## src/design/circular_kmismatch_sbndm_matcher_assert.svh

```systemverilog
// Assertion macros for the circular k-mismatch matcher.
// Both macros expect clk_i and rst_ni in the scope of the use.
`ifndef CIRCULAR_KMISMATCH_SBNDM_MATCHER_ASSERT_SVH
`define CIRCULAR_KMISMATCH_SBNDM_MATCHER_ASSERT_SVH

// Same-cycle implication, disabled while reset is held.
`define CKSM_ASSERT_SAME(lbl, ante, cons) \
  lbl: assert property (@(posedge clk_i) disable iff (!rst_ni) (ante) |-> (cons)) \
    else $error("cksm: same-cycle check failed");

// Next-cycle implication, disabled while reset is held.
`define CKSM_ASSERT_NEXT(lbl, ante, cons) \
  lbl: assert property (@(posedge clk_i) disable iff (!rst_ni) (ante) |=> (cons)) \
    else $error("cksm: next-cycle check failed");

`endif

```

## src/design/cksm_ram.sv

```systemverilog
// ----------------------------------------------------------------------------
// cksm_ram
// Generic simple dual-port RAM: one write port, one read port with the read
// data registered.
// ----------------------------------------------------------------------------
`default_nettype none

module cksm_ram #(
  parameter int WIDTH = 8,
  parameter int DEPTH = 64
) (
  input  wire logic                     clk_i,
  input  wire logic                     we_i,
  input  wire logic [$clog2(DEPTH)-1:0] waddr_i,
  input  wire logic [WIDTH-1:0]         wdata_i,
  input  wire logic [$clog2(DEPTH)-1:0] raddr_i,
  output logic      [WIDTH-1:0]         rdata_o
);

  logic [WIDTH-1:0] mem_q [DEPTH];

  always_ff @(posedge clk_i) begin
    if (we_i) begin
      mem_q[waddr_i] <= wdata_i;
    end
    rdata_o <= mem_q[raddr_i];
  end

endmodule

`default_nettype wire

```

## config.mk

```make
export PLATFORM = sky130hd
export DESIGN_NAME = cksm_ram
export DESIGN_NICKNAME = d
export VERILOG_FILES = /design/src/design/circular_kmismatch_sbndm_matcher_assert.svh /design/src/design/cksm_ram.sv
export SDC_FILE = /design/constraint.sdc
export NUM_CORES = 1
export LEC_CHECK = 0
export ABC_AREA = 1
export ABC_CLOCK_PERIOD_IN_PS = 2000
export BUFFER_PORTS_ARGS = -buffer_cell sky130_fd_sc_hd__buf_4
export CORE_MARGIN = 2
export CORE_UTILIZATION = 50
export CTS_CLUSTER_DIAMETER = 120
export DETAILED_ROUTE_END_ITERATION = 8
export HOLD_SLACK_MARGIN = 0.05
export PLACE_DENSITY_LB_ADDON = 0.15
export SETUP_SLACK_MARGIN = 0.4
export SLEW_MARGIN = 20
export SYNTH_ARGS = -nofsm -noshare
export SYNTH_HDL_FRONTEND = slang
export SYNTH_SLANG_ARGS = --single-unit
```

## constraint.sdc

```tcl
create_clock -name clk_i -period 2 [get_ports clk_i]
set_clock_uncertainty 0.15 [all_clocks]
set_input_delay 0.1 -clock clk_i [delete_from_list [all_inputs] [get_ports clk_i]]
set_output_delay 0.1 -clock clk_i [all_outputs]
set_load 0.01 [all_outputs]
```

Yosys cells after proc, flatten, opt, wreduce, memory -nomap -nowiden:

Memory sizes are Yosys's and may differ from the RTL's. A register that Yosys moved wholly into a read port is not among the register bits.
Index checks and enable logic that the tools add are counted.

* register bits: 0
* bits in latches: 0
* RAM bits: 512
* memory bits (read-only): 0
* bits of input ports: 22
* output and inout port bits: 8
* logic and storage cells: 3
* memories: 1

* $add $sub $neg: 0
* $mul: 0
* divide/modulo/power cells: 0
* order comparisons: 0
* equality and inequality tests: 0
* shifts and indexed selects: 0
* multiplexer cells: 2
* bitwise logic cells: 0
* reductions and logical operators: 0

Memory list
* mem_q: depth 64, width 8, rd ports 1, clocked after memory_dff 1, wr ports 1, line cksm_ram.sv:20 `logic [WIDTH-1:0] mem_q [DEPTH];`

Operators with widths (count)
* 1-bit 2-to-1 mux: 2

Depth between registers and ports, before layout:

* depth after elaboration: 2
* depth in mapped cells: 12
* gate-level depth less buffers: 9

Worst setup path after synthesis:

No wires, ideal clock.

* kind: input port to flip-flop
* start: input port we_i
* end: memory mem_q[48][0] (enable)
* library setup time: 395 ps
* arrival: 1471 ps
* data required time: 1455 ps
* setup slack: -16 ps
* cell stages on the path: 3
* path buffers: 1
* cells stage by stage: clkbuf_1 -> nand4_1 -> nor4_1

* word-level cells in the longest chain between the ends: 2

Ends and longest elaborated chain
* start: declaration: line cksm_ram.sv:13 `input wire logic we_i,`
* 1-bit 2-to-1 mux: line cksm_ram.sv:23 `if (we_i) begin`
* 1-bit 2-to-1 mux (implied by the code): line cksm_ram.sv:24 `mem_q[waddr_i] <= wdata_i;`
* end: declaration: line cksm_ram.sv:20

No other way between the ends.

Worst setup path in the final report:

* start: input port waddr_i[5]
* end: memory mem_q[58][1] (enable)

RTL lines
* start: declaration: line cksm_ram.sv:14 `input wire logic [$clog2(DEPTH)-1:0] waddr_i,`

No word-level cell before the write port.

==> Implementation_results.wiki <==
{| class="wikitable"
! Metric !! Value
|-
| Power, Total || 23.95 mW
|-
| Highest metal layer with signal wires || met4
|-
| Outcome || finished, violations left
|-
| Critical Path, Cell by Cell || buf_4 -> dlygate4sd3_1 -> nand3_1 -> nor2_1
|-
| Placed cell count || 2,356
|-
| CTS Root Buffer Type || clkbuf_16
|-
| Final global-route overflow total || 0
|-
| Final worst path period need || 1595 ps
|-
| Number of antenna violations at the first check in global routing || 0
|-
| Maximum clock path buffer count || 3
|-
| Final antenna diode count || 0
|-
| Count of unresolved DRC violations after routing || 0
|-
| # IOs || 30
|-
| Final hold vios || 32
|-
| Path type of the worst min-delay path || input port to flip-flop
|-
| WL met2 || 25.75 mm
|-
| WL/cell || 21.80 um
|-
| Overall via count from detail_route || 13,950
|-
| Pin count of the biggest net entering global routing || 104
|-
| HPWL after detailed placement || 31.89 mm
|-
| Placed cell area || 22,660 um2
|-
| Setup slack on the worst flop-to-flop path || 470 ps
|-
| Std-Cell Rows || 75
|-
| FMAX || 626.9 MHz
|-
| CORE AREA || 42,040 um2
|-
| Unique cell type count in the Yosys netlist || 16
|-
| Fraction of final layout cells with drive strength greater than 1 || 0.1334
|-
| Type of the worst setup path || input port to flip-flop
|-
| Number of max-cap violations || 0
|-
| Finished layout cell area || 24,800 um2
|-
| Overall die area || 44,350 um2
|-
| Worst skew pair latency || 600 ps
|-
| Worst-case headroom to the max-slew limit || 0.4455
|-
| Synthesized instance count || 1,805
|-
| Overall global routing resource usage || 0.2475
|-
| CTS sink count || 520
|-
| Worst Path Required || 2080 ps
|-
| Sequential cell area fraction in the yosys report || 0.7280
|-
| Post-route insts no fill || 2,481
|-
| Largest driver fanout on the critical path || 8
|-
| Clock tree from TritonCTS || done
|-
| Cell type of the slowest stage on the worst timing path || dlygate4sd3_1
|-
| Net total in the final layout || 1,921
|-
| Port Buf Inserts || 29
|-
| Final Wtd Congestion || 0.8509
|-
| Total length of routed met3 wires || 3.775 mm
|-
| Most common cell after layout, fill and taps aside || nand2_1
|-
| Metal1 wirelength || 23.04 mm
|-
| Violated checks || negative hold slack
|-
| CTS H-Tree Depth || 2
|-
| Total Neg Setup Slack || 0 ps
|-
| Number of synthesis warnings || 0
|-
| Die extent in y || 210.6 um
|-
| Number of synthesized register bits || 520
|-
| Average vias per placed instance || 5.624
|-
| Worst setup EP type || flip-flop
|-
| Most frequent cells in the layout || nand2_1, edfxtp_1, nand3_1
|-
| Slowest Stage Delay on Critical Path || 620 ps
|-
| Synthesized net count || 1,827
|-
| Worst hold slack after final layout || -60.53 ps
|-
| Pwr Density || 965.5 nW/um2
|-
| Portion of the clock cycle consumed by the worst path in the final layout || 0.7976
|-
| Critical Path Start Type || input port
|-
| 1st-pass router iterations || 5
|-
| Number of buffers added by the clock tree synthesis step || 54
|-
| Post-synthesis cell area || 21,340 um2
|-
| DR iter-0 viols || 1,365
|-
| Die Width || 210.6 um
|-
| Peak supply drop || 835.7 uV
|-
| Final setup violation count || 0
|-
| Global-route wire length before repair || 81.69 mm
|-
| Number of max-slew violations in the final report || 0
|-
| Via count of the first global-routing pass || 13,460
|-
| Detail Route Antenna Nets || 0
|-
| Total Wirelength || 54.08 mm
|-
| Starting utilization of the core area || 0.5076
|-
| WP data arrival || 1680 ps
|-
| Clk slew on worst S/H paths || 60 ps
|-
| Worst Max-Slew Pin Slew || 828.7 ps
|-
| Syn_area_per_cell || 11.82 um2
|-
| Unrepaired setup endpoints after global routing || true
|-
| Leakage || 9.013 nW
|-
| Area delta synth->final || 16.23%
|}
[layer usage]
layer / global-route usage / vias up
li1: - / 6538
met1: 0.3445 / 6794
met2: 0.3996 / 531
met3: 0.04604 / 89
met4: 0.07552 / 0
met5: 0 / -
[worst max-delay path: cells and delay by family]
kind                   cells  cell delay [ps]
and+or+nand+nor            2              830
buffers and inverters      2              740
[synthesized netlist by cell type, drive strengths merged]
cell	number	area share
clkbuf	15	0.0026
dfxtp	8	0.0075
buf	98	0.035
nor4	8	0.0023
inv	12	0.0023
nand3	439	0.10
edfxtp	512	0.72
nand4	9	0.0026
nor2	56	0.0099
nand2	648	0.11
[worst paths after layout]
path,depth (start not counted),endpoint,startpoint
worst max register to register,8,rdata_o[3],mem_q[58][3]
worst max-delay path,4,mem_q[58][1],waddr_i[5]
worst min register to register,8,rdata_o[7],mem_q[32][7]
worst min-delay path,3,mem_q[48][1],waddr_i[2]
[sequential cells by signal, summed over array words and instances, names as in the netlist]
name and flops:
mem_q 512, rdata_o 8
[cell type report]
cell class / instances / area [um2]
fillers: 3463 / 17240
flip-flops and latches: 520 / 15530
multi-input cells: 1160 / 5149
repair buffers: 151 / 1553
clock buffers: 73 / 1524
well taps: 539 / 674.4
clock inverters: 26 / 306.5
inverters: 12 / 61.31
[metrics by stage]
step                  util  setup WS, ps
floorplan                -         196.7
global placement    0.5390        -30.69
detailed placement  0.5390        -31.21
CTS                 0.5883         422.5
global route        0.5900         338.0
finish              0.5900         404.8
[timing repair]
item,CTS,global route
buffers inserted,0,1
hold buffers,24,1
setup endpoints to repair,0,31
gates resized for setup,0,8
hold endpoints to repair,636,40
[where the power goes]
| part | leakage (nW) | total (mW) | switching, mW | internal, mW |
|---|---|---|---|---|
| sequential | 4.67 | 12.1 | 0.0287 | 12.1 |
| clock | 0.908 | 10.3 | 4.05 | 6.22 |
| combinational | 3.43 | 1.59 | 1.11 | 0.481 |
[cell families (layout without fill, tap and decap cells)]
group                  Yosys count  count (layout)  share of synthesized area
and+or+nand+nor               1160            1160                     0.2318
buffers and inverters          125             262                    0.04022
DFF                            520             520                     0.7280
No activity file was read; power rests on OpenSTA's default activity.
